===== src/design/utf8cd_pkg.sv =====
// Package for the UTF-8 code point decoder.
// Holds the controller state, the command and status structs, constants and
// the lead-byte and CJK-range helper functions. Depends on nothing.
package utf8cd_pkg;

  localparam int unsigned CpW = 21;
  localparam logic [CpW-1:0] CP_MIN = 21'd32;

  localparam logic [CpW-1:0] CJK_A_LO = 21'h02E80;
  localparam logic [CpW-1:0] CJK_A_HI = 21'h09FFF;
  localparam logic [CpW-1:0] CJK_B_LO = 21'h0F900;
  localparam logic [CpW-1:0] CJK_B_HI = 21'h0FAFF;
  localparam logic [CpW-1:0] CJK_C_LO = 21'h0FF00;
  localparam logic [CpW-1:0] CJK_C_HI = 21'h0FFEF;

  localparam logic [2:0] LEN_BAD = 3'd0;
  localparam logic [2:0] LEN_1   = 3'd1;
  localparam logic [2:0] LEN_2   = 3'd2;
  localparam logic [2:0] LEN_3   = 3'd3;
  localparam logic [2:0] LEN_4   = 3'd4;

  typedef enum logic {
    ST_IDLE,
    ST_DRAIN
  } utf8cd_state_e;

  typedef struct packed {
    logic accept;
    logic pop;
  } utf8cd_cmd_t;

  typedef struct packed {
    logic cand_any;
    logic pend_any;
    logic pend_more;
    logic out_free;
  } utf8cd_stat_t;

  function automatic logic [2:0] lead_len(input logic [7:0] c);
    logic [2:0] len;
    len = LEN_BAD;
    if (c[7] == 1'b0)              len = LEN_1;
    else if (c[7:5] == 3'b110)     len = LEN_2;
    else if (c[7:4] == 4'b1110)    len = LEN_3;
    else if (c[7:3] == 5'b11110)   len = LEN_4;
    return len;
  endfunction

  function automatic logic [CpW-1:0] lead_bits(input logic [7:0] c, input logic [2:0] len);
    logic [CpW-1:0] v;
    case (len)
      LEN_2:   v = {10'd0, c[4:0], 6'd0};
      LEN_3:   v = {5'd0, c[3:0], 12'd0};
      LEN_4:   v = {c[2:0], 18'd0};
      default: v = {14'd0, c[6:0]};
    endcase
    return v;
  endfunction

  function automatic logic cjk_range(input logic [CpW-1:0] cp);
    return (cp >= CJK_A_LO && cp <= CJK_A_HI) ||
           (cp >= CJK_B_LO && cp <= CJK_B_HI) ||
           (cp >= CJK_C_LO && cp <= CJK_C_HI);
  endfunction

endpackage


===== src/design/utf8cd_ctrl.sv =====
// Controller for the UTF-8 code point decoder.
// Alternates between taking a byte and draining its queued results.
// Depends on utf8cd_pkg.
module utf8cd_ctrl (
  input  logic                   clk_i,
  input  logic                   rst_ni,
  input  logic                   in_valid_i,
  output logic                   in_stall_o,
  input  utf8cd_pkg::utf8cd_stat_t stat_i,
  output utf8cd_pkg::utf8cd_cmd_t  cmd_o
);
  import utf8cd_pkg::*;

  utf8cd_state_e state_q, state_d;

  always_ff @(posedge clk_i or negedge rst_ni) begin
    if (!rst_ni) begin
      state_q <= ST_IDLE;
    end else begin
      state_q <= state_d;
    end
  end

  always_comb begin
    state_d = state_q;
    case (state_q)
      ST_IDLE: begin
        if (cmd_o.accept && stat_i.cand_any) state_d = ST_DRAIN;
      end
      ST_DRAIN: begin
        if (!stat_i.pend_any) state_d = ST_IDLE;
        else if (cmd_o.pop && !stat_i.pend_more) state_d = ST_IDLE;
      end
      default: state_d = ST_IDLE;
    endcase
  end

  always_comb begin
    in_stall_o   = (state_q != ST_IDLE);
    cmd_o.accept = in_valid_i && (state_q == ST_IDLE);
    cmd_o.pop    = (state_q == ST_DRAIN) && stat_i.pend_any && stat_i.out_free;
  end

endmodule


===== src/design/utf8cd_dp.sv =====
// Datapath for the UTF-8 code point decoder: sequence assembly, held bytes,
// two-entry result queue, sticky CJK flag and the output register.
// Depends on utf8cd_pkg.
module utf8cd_dp (
  input  logic                      clk_i,
  input  logic                      rst_ni,
  input  utf8cd_pkg::utf8cd_cmd_t   cmd_i,
  output utf8cd_pkg::utf8cd_stat_t  stat_o,
  input  logic [7:0]                byte_in_i,
  input  logic                      end_of_string_i,
  input  logic                      clear_seen_i,
  output logic                      out_valid_o,
  input  logic                      out_stall_i,
  output logic [20:0]               code_point_o,
  output logic                      is_cjk_o,
  output logic                      cjk_seen_o,
  output logic                      last_of_run_o
);
  import utf8cd_pkg::*;

  logic [CpW-1:0] partial_q, partial_d;
  logic [1:0]     need_q, need_d;
  logic [1:0]     cnt_q, cnt_d;
  logic [7:0]     held_q [3];
  logic           seen_q, seen_d;

  logic [1:0]     pend_v_q, pend_v_d;
  logic [CpW-1:0] pend_cp_q [2];
  logic [CpW-1:0] pend_cp_d [2];

  logic           out_valid_q;
  logic [CpW-1:0] out_cp_q;
  logic           out_cjk_q, out_seen_q, out_last_q;

  logic [1:0]     need_dec;
  logic [CpW-1:0] cont_bits, partial_acc;
  logic [2:0]     len_b, len0, len1;
  logic [7:0]     h0;
  logic           replay;
  logic           c0_v, c1_v;
  logic [CpW-1:0] c0, c1, pair_cp;
  logic           pop_cjk;

  assign need_dec = need_q - 2'd1;
  assign len_b    = lead_len(byte_in_i);

  always_comb begin
    case (need_dec)
      2'd1:    cont_bits = {9'd0, byte_in_i[5:0], 6'd0};
      2'd2:    cont_bits = {3'd0, byte_in_i[5:0], 12'd0};
      default: cont_bits = {15'd0, byte_in_i[5:0]};
    endcase
  end
  assign partial_acc = partial_q | cont_bits;

  // Replay view: the first held byte is this byte when nothing was held yet.
  assign h0      = (cnt_q == 2'd0) ? byte_in_i : held_q[0];
  assign len0    = lead_len(h0);
  assign len1    = len_b;
  assign pair_cp = {10'd0, h0[4:0], byte_in_i[5:0]};
  assign replay  = (need_q != 2'd0) && (need_dec != 2'd0) && end_of_string_i;

  // Result candidates of the byte on the input port
  always_comb begin
    c0   = '0;
    c1   = {13'd0, byte_in_i};
    c0_v = 1'b0;
    c1_v = 1'b0;
    if (need_q != 2'd0) begin
      if (need_dec == 2'd0) begin
        c0   = partial_acc;
        c0_v = (partial_acc >= CP_MIN);
      end else if (replay) begin
        if (cnt_q == 2'd0) begin
          c0   = {13'd0, h0};
          c0_v = (len0 == LEN_1) && (c0 >= CP_MIN);
        end else if (len0 == LEN_2) begin
          c0   = pair_cp;
          c0_v = (pair_cp >= CP_MIN);
        end else begin
          c0   = {13'd0, h0};
          c0_v = (len0 == LEN_1) && (c0 >= CP_MIN);
          c1_v = (len1 == LEN_1) && (c1 >= CP_MIN);
        end
      end
    end else if (len_b == LEN_1) begin
      c0   = {13'd0, byte_in_i};
      c0_v = (c0 >= CP_MIN);
    end
  end

  assign pop_cjk = cjk_range(pend_cp_q[0]);

  // Sequence state
  always_comb begin
    partial_d = partial_q;
    need_d    = need_q;
    cnt_d     = cnt_q;
    if (cmd_i.accept) begin
      if (need_q != 2'd0) begin
        need_d    = need_dec;
        partial_d = partial_acc;
        if (cnt_q != 2'd3) cnt_d = cnt_q + 2'd1;
        if (need_dec == 2'd0) begin
          cnt_d     = 2'd0;
          partial_d = '0;
        end
      end else if (len_b >= LEN_2 && !end_of_string_i) begin
        partial_d = lead_bits(byte_in_i, len_b);
        need_d    = 2'(len_b - LEN_1);
        cnt_d     = 2'd0;
      end
      if (end_of_string_i) begin
        need_d    = 2'd0;
        cnt_d     = 2'd0;
        partial_d = '0;
      end
    end
  end

  // Result queue: load compacted on accept, shift on pop
  always_comb begin
    pend_v_d     = pend_v_q;
    pend_cp_d[0] = pend_cp_q[0];
    pend_cp_d[1] = pend_cp_q[1];
    if (cmd_i.accept) begin
      pend_v_d     = {c0_v && c1_v, c0_v || c1_v};
      pend_cp_d[0] = c0_v ? c0 : c1;
      pend_cp_d[1] = c1;
    end else if (cmd_i.pop) begin
      pend_v_d     = {1'b0, pend_v_q[1]};
      pend_cp_d[0] = pend_cp_q[1];
    end
  end

  always_comb begin
    seen_d = seen_q;
    if (cmd_i.accept && clear_seen_i) seen_d = 1'b0;
    else if (cmd_i.pop)               seen_d = seen_q | pop_cjk;
  end

  always_ff @(posedge clk_i or negedge rst_ni) begin
    if (!rst_ni) begin
      partial_q   <= '0;
      need_q      <= 2'd0;
      cnt_q       <= 2'd0;
      seen_q      <= 1'b0;
      pend_v_q    <= 2'b00;
      out_valid_q <= 1'b0;
    end else begin
      partial_q <= partial_d;
      need_q    <= need_d;
      cnt_q     <= cnt_d;
      seen_q    <= seen_d;
      pend_v_q  <= pend_v_d;
      if (cmd_i.pop)         out_valid_q <= 1'b1;
      else if (!out_stall_i) out_valid_q <= 1'b0;
    end
  end

  always_ff @(posedge clk_i) begin
    pend_cp_q[0] <= pend_cp_d[0];
    pend_cp_q[1] <= pend_cp_d[1];
    if (cmd_i.accept && need_q != 2'd0 && cnt_q != 2'd3) begin
      held_q[cnt_q] <= byte_in_i;
    end
    if (cmd_i.pop) begin
      out_cp_q   <= pend_cp_q[0];
      out_cjk_q  <= pop_cjk;
      out_seen_q <= seen_d;
      out_last_q <= !pend_v_q[1];
    end
  end

  assign stat_o.cand_any  = c0_v || c1_v;
  assign stat_o.pend_any  = pend_v_q[0];
  assign stat_o.pend_more = pend_v_q[1];
  assign stat_o.out_free  = !out_valid_q || !out_stall_i;

  assign out_valid_o   = out_valid_q;
  assign code_point_o  = out_cp_q;
  assign is_cjk_o      = out_cjk_q;
  assign cjk_seen_o    = out_seen_q;
  assign last_of_run_o = out_last_q;

endmodule


===== src/design/utf8_codepoint_decoder.sv =====
// Top level of the UTF-8 code point decoder with CJK detection.
// Joins utf8cd_ctrl and utf8cd_dp; depends on utf8cd_pkg.
//
//   channel | direction | handshake               | payload
//   in      | input     | in_valid_i / in_stall_o | byte_in_i, end_of_string_i, clear_seen_i
//   out     | output    | out_valid_o/out_stall_i | code_point_o, is_cjk_o, cjk_seen_o,
//           |           |                         | last_of_run_o
//
// A byte that yields no code point leaves the controller idle; a byte that yields k code
// points (k is 1 or 2) sends it to the drain state, which loads each result into the
// output register in turn. Output stall lengthens the drain.
// The output register holds a result while the next byte is taken.
// Reset clears the sequence state, the result queue and the sticky CJK flag.
module utf8_codepoint_decoder (
  input  logic        clk_i,
  input  logic        rst_ni,
  input  logic        in_valid_i,
  output logic        in_stall_o,
  input  logic [7:0]  byte_in_i,
  input  logic        end_of_string_i,
  input  logic        clear_seen_i,
  output logic        out_valid_o,
  input  logic        out_stall_i,
  output logic [20:0] code_point_o,
  output logic        is_cjk_o,
  output logic        cjk_seen_o,
  output logic        last_of_run_o
);
  import utf8cd_pkg::*;

  utf8cd_cmd_t  cmd;
  utf8cd_stat_t stat;

  utf8cd_ctrl u_ctrl (
    .clk_i      (clk_i),
    .rst_ni     (rst_ni),
    .in_valid_i (in_valid_i),
    .in_stall_o (in_stall_o),
    .stat_i     (stat),
    .cmd_o      (cmd)
  );

  utf8cd_dp u_dp (
    .clk_i           (clk_i),
    .rst_ni          (rst_ni),
    .cmd_i           (cmd),
    .stat_o          (stat),
    .byte_in_i       (byte_in_i),
    .end_of_string_i (end_of_string_i),
    .clear_seen_i    (clear_seen_i),
    .out_valid_o     (out_valid_o),
    .out_stall_i     (out_stall_i),
    .code_point_o    (code_point_o),
    .is_cjk_o        (is_cjk_o),
    .cjk_seen_o      (cjk_seen_o),
    .last_of_run_o   (last_of_run_o)
  );

  // A byte is taken only once the previous byte's results have all drained.
  a_idle_queue_empty: assert property (@(posedge clk_i) disable iff (!rst_ni)
    !in_stall_o |-> !stat.pend_any)
    else $error("input open while results still queued");

  a_cp_min: assert property (@(posedge clk_i) disable iff (!rst_ni)
    out_valid_o |-> (code_point_o >= CP_MIN))
    else $error("code point below 32 emitted");

  a_cjk_sticky: assert property (@(posedge clk_i) disable iff (!rst_ni)
    (out_valid_o && is_cjk_o) |-> cjk_seen_o)
    else $error("CJK result without seen flag");

  a_pop_free: assert property (@(posedge clk_i) disable iff (!rst_ni)
    cmd.pop |-> (stat.out_free && stat.pend_any))
    else $error("result loaded over a stalled output");

endmodule

===== config.mk =====
export PLATFORM = sky130hd
export DESIGN_NAME = utf8_codepoint_decoder
export DESIGN_NICKNAME = d
export VERILOG_FILES = /design/src/design/utf8cd_pkg.sv /design/src/design/utf8cd_ctrl.sv /design/src/design/utf8cd_dp.sv /design/src/design/utf8_codepoint_decoder.sv
export SDC_FILE = /design/constraint.sdc
export NUM_CORES = 1
export LEC_CHECK = 0
export BUFFER_PORTS_ARGS = -buffer_cell sky130_fd_sc_hd__buf_2
export CAP_MARGIN = 20
export CORE_MARGIN = 5
export CORE_UTILIZATION = 53
export CTS_CLUSTER_SIZE = 24
export DETAILED_ROUTE_END_ITERATION = 8
export MAX_ROUTING_LAYER = met4
export PLACE_DENSITY_LB_ADDON = 0.08
export SYNTH_ARGS = -nofsm -noshare
export SYNTH_HDL_FRONTEND = slang
export SYNTH_SLANG_ARGS = --single-unit

===== constraint.sdc =====
create_clock -name clk_i -period 2.5 [get_ports clk_i]
set_input_delay 0.375 -clock clk_i [delete_from_list [all_inputs] [get_ports clk_i]]
set_output_delay 0.375 -clock clk_i [all_outputs]
set_load 0.01 [all_outputs]

Word-level counts from Yosys, hierarchy flattened
Memory sizes are Yosys's and may differ from the RTL's.
Cells that the tools add are included.
Widths: inputs -> output; s select.

storage, ports and cells
  register bits after elaboration = 54
  bits in writable memories = 66
  input port bits = 14
  output and inout port bits = 26
  memories kept = 2

memories
  memory          words  bits a word  read ports  clocked after memory_dff  wr ports  RTL line         source
  u_dp.pend_cp_q  2      21           2           0                         2         utf8cd_dp.sv:28  logic [CpW-1:0] pend_cp_q [2];
  u_dp.held_q     3      8            1           0                         1         utf8cd_dp.sv:24  logic [7:0] held_q [3];

operators by class
  add/subtract/negate cells = 3
  $lt $le $gt $ge = 11
  eq/ne operators = 17
  multiplexer cells = 56
  bitwise gates (word level) = 3
  reductions and logical operators = 33

operators by type and width
  kind                  number
  $mux 21               12
  $le 21x16->1 const B  3
  $pmux 21 s3           1
  $ge 21x16->1 const B  2
  $pmux 18 s2           1
  $mux 3                8
  $ge 21x14->1 const B  1
  $ge 21x6->1 const B   1
  $or 21x18->21         1
  $mux 1                20
  $mux 2                10
  $logic_and 1x1->1     17
  $ge 8x6->1 const B    2
  $mux 8                2
  $ge 11x6->1 const B   1
  $mux 11               1
  $eq 5x5->1 const B    2
  $eq 3x2->1 const B    3
  $eq 3x3->1 const B    3
  $eq 4x4->1 const B    2
  $eq 3x1->1 const B    2
  $reduce_bool 2->1     3
  $logic_not 1->1       4
  $logic_not 2->1       2
  15 further kinds      19

Depth between registers and ports, before layout
  word-level depth = 18
  depth in mapped cells = 10

Modules after synthesis
Synthesis repeated with hierarchy kept, for this count alone.

unflattened totals
  cells, all modules = 360
  area, all modules = 4226.6 um^2

modules (own cells, without submodules)
  module       instances  cells an instance  area an instance (um^2)  sequential area each (um^2)
  utf8cd_dp    1          355                4170.2                   2557.5
  utf8cd_ctrl  1          5                  56.3                     25.0

Least setup slack after synthesis
No wires, ideal clock.

  kind = flip-flop to flip-flop
  start = reg u_dp.cnt_q[0]
  end = mem u_dp.held_q[0][0], enable pin
  data arrival time = 2.071 ns
  data required time = 2.102 ns
  setup slack = 0.031 ns
  cell stages (with the launch flop) = 6
  path buffers = 2
  period minus slack after synthesis = 2.469 ns
  cell sequence = dfrtp_1 -> inv_1 -> ha_1 -> buf_2 -> buf_1 -> nor4b_1

on the way
  word-level cells in the longest chain between the ends = 4

RTL lines
  item                          RTL line          source
  start, declared               utf8cd_dp.sv:23   logic [1:0] cnt_q, cnt_d;
  start signal, assigned        utf8cd_dp.sv:153  cnt_q <= cnt_d;
  $ne 2x2->1                    utf8cd_dp.sv:164  if (cmd_i.accept && need_q != 2'd0 && cnt_q != 2'd3) begin
  $logic_and 1x1->1             utf8cd_dp.sv:164
  $mux 1                        utf8cd_dp.sv:164
  $mux 1 (not written as such)  utf8cd_dp.sv:165  held_q[cnt_q] <= byte_in_i;
  end, declared                 utf8cd_dp.sv:24

Several ways; a longest one is shown, not always the timed one.

==> run metrics <==
sequential share of the synthesized area=roughly three fifths; Post-CTS Resized=0; CP arrival=about 2.5 ns; total CTS buffers=9; via-per-instance ratio=6.09; Slew @ Worst Pin=0.711 ns; CP cell instances=inv_1 > ha_1 > or4_1 > o21a_1 > o21a_4 > or3_1 > a32o_1; Syn Nets=about 380; Max Clock Skew=0.00882 ns; Post-CTS Hold Buffers=0; fill count=between 600 and 700; CTS Buffer Depth=2; Tcrit/Tclk final=about 97%; Max FO, Critical Path=3; ys flop type=edfxtp_1; Setup violations, final=0; Die W=100 µm; VDD IR max=373 µV; family with the most delay on the worst path=simple AND/OR/NAND/NOR gates; max_cap viols=0; Post-synth EDFFs=61; Post-Synthesis Cells=358; DRT iter0 DRCs=299; pwr dens=roughly 740 nW/µm²; Pleak=1.94 nW; CTS clk-pin slew, worst paths=0.09 ns; io pins=40; commonest non-fill, non-tap cell in the layout=edfxtp_1; area taken by multi-input logic gates=1570 µm²; Worst Setup Start Kind=flop; Fmax=0.414 GHz; total grt overflow=0; root buf cell=clkbuf_8; worst path required time=2.62 ns; Reg2Reg Depth=7; area delta synth->final=13.6%; most frequent cells in the layout=61 x edfxtp_1, 39 x buf_2, 30 x dfrtp_1, 26 x nand2_1, 26 x buf_4; crit path time final=2.42 ns; FF/Latch Area=approximately 2600 µm²; first-pass GRT wire length=~17 mm; slew margin rel.=52.6%; Seq cells post-synth=91; HP Class=primary input to asynchronous set/reset pin; worst r2r src=u_dp.cnt_q[0]$_DFFE_PN0P_; unrepaired setup endpoints after global routing=false; share of post-route cells with drive strength above 1=22.3%; Initial Util=53.6%; Post-Synthesis Cell Area=4310 µm²; Post-synth ARST share=between 30% and 40%; area of the die=around 10,000 µm²; initial antenna violation count=0; chip height=about 100 µm; Avg Cell Area, Syn=between 10 and 15 µm²; num rows=33; Clock Latency Late Sink=0.36 ns; YS warnings=0; crit path capture type=flop; GRT Util Overall=22.6%; Worst R2R End=u_dp.pend_cp_q[0][6]$_DFFE_PP_; Fin Setup TNS=0 ns; CP Buf/Inv Count=1; vias in the first global route=2,996; WL per Instance=20.1 µm; Port Buffers=39; Antenna diodes=0; Final Hold Slack=between 0.06 and 0.07 ns; CP max stage cell=or4_1; status=finished clean; vias=approximately 3,200; Largest stage delay, worst path=about 0.54 ns; Max Transition Viols Final=0; Crit Path Category=flop to flop; H-tree depth=3; Final Wtd Congestion=0.956; DP HPWL=7.81 mm; clock sinks=just over 90; largest net degree at the start of global routing=31; drt pass-1 iters=8; CTS tree=yes; post-CTS setup buffers=0; Netlist cell types=64; drt drc=0; FF-to-FF setup slack=0.08 ns; Nets=432; Final Hold Viols=0; ANT nets after route=0; WL final=10.5 mm; Placeable Area=roughly 8100 µm²
[per-stage QoR]
stage | cells | setup slack [ns] | utilization (%) | area, µm² | total power, mW
floorplan | 358 | 0.0313 | - | 4310 | 2.46
global placement | 506 | 0.145 | 58.7 | 4730 | 2.74
detailed placement | 506 | 0.107 | 58.7 | 4730 | 2.75
CTS | 522 | 0.0919 | 60.8 | 4900 | 3.62
global route | 522 | 0.00529 | 60.8 | 4900 | 3.77
finish | 522 | 0.0840 | 60.8 | 4900 | 3.60
[routing by layer]
metal | GRT usage, % | wire (µm) | vias to the layer above
met5 | - | 0 | -
met4 | 6.94 | 219 | 0
met3 | 4.03 | 700 | 22
met2 | 36.2 | 5140 | 136
met1 | 29.6 | 4450 | 1535
li1 | - | - | 1485
[kinds of logic after synthesis]
logic type / Yosys count / share of synthesized area (%)
AOI/OAI and AO/OA: 99 / 17.8
xor gates and xnor gates: 1 / 0.203
adders and majority gates: 6 / 1.74
buffers and inverters: 37 / 3.74
DFF: 91 / 59.9
muxes: 9 / 2.15
and+or+nand+nor: 115 / 14.5
[sequential cells by signal, summed over array words and instances, names as in the netlist]
signal              cells
u_dp.out_valid_o        1
u_dp.need_q             2
u_dp.cnt_q              2
u_dp.is_cjk_o           1
u_dp.seen_q             1
u_dp.pend_v_q           2
u_ctrl.in_stall_o       1
u_dp.pend_cp_q         29
u_dp.cjk_seen_o         1
u_dp.code_point_o      21
u_dp.last_of_run_o      1
u_dp.held_q             8
u_dp.partial_q         21
[how the worst max path moves through the flow]
stage                                         start  cells past startpoint  slack [ns]                              to
after floorplan           u_dp.cnt_q[0]$_DFFE_PN0P_                      5        0.03     u_dp.held_q[0][0]$_DFFE_PP_
after global placement    u_dp.cnt_q[0]$_DFFE_PN0P_                      7        0.14  u_dp.pend_cp_q[0][6]$_DFFE_PP_
after detailed placement  u_dp.cnt_q[0]$_DFFE_PN0P_                      7        0.11  u_dp.pend_cp_q[0][6]$_DFFE_PP_
after CTS                 u_dp.cnt_q[0]$_DFFE_PN0P_                      7        0.09  u_dp.pend_cp_q[0][6]$_DFFE_PP_
after global routing      u_dp.cnt_q[1]$_DFFE_PN0P_                      7       0.005  u_dp.pend_cp_q[0][6]$_DFFE_PP_
final                     u_dp.cnt_q[0]$_DFFE_PN0P_                      7        0.08  u_dp.pend_cp_q[0][6]$_DFFE_PP_
[power breakdown]
group / total, mW / switching [mW] / internal [mW]
registers: 1.94 / 0.108 / 1.83
clock network: 0.880 / 0.517 / 0.363
logic: 0.786 / 0.474 / 0.312
total: 3.60 / 1.10 / 2.50
[area by class of cell]
type | instances | share of cell area [%]
well taps | 105 | 2.68
repair buffers | 65 | 7.97
inverters | 15 | 1.15
multi-input cells | 230 | 32.0
clock buffers | 10 | 2.61
clock inverters | 6 | 0.843
flip-flops and latches | 91 | 52.7
[cell usage after synthesis, drive strengths merged, types with 8 or more instances]
| master | number | area share, % |
|---|---|---|
| nand2 | 26 | 2.3 |
| clkbuf | 9 | 0.78 |
| inv | 15 | 1.3 |
| nor3 | 9 | 1.0 |
| buf | 13 | 1.7 |
| a22o | 17 | 3.5 |
| edfxtp | 61 | 42 |
| nor4 | 8 | 1.5 |
| a21oi | 12 | 1.4 |
| dfrtp | 30 | 17 |
| nor2 | 22 | 1.9 |
| and2 | 11 | 1.6 |
| o21ai | 17 | 2.0 |
Note: power is estimated with default switching activity, not from simulation.
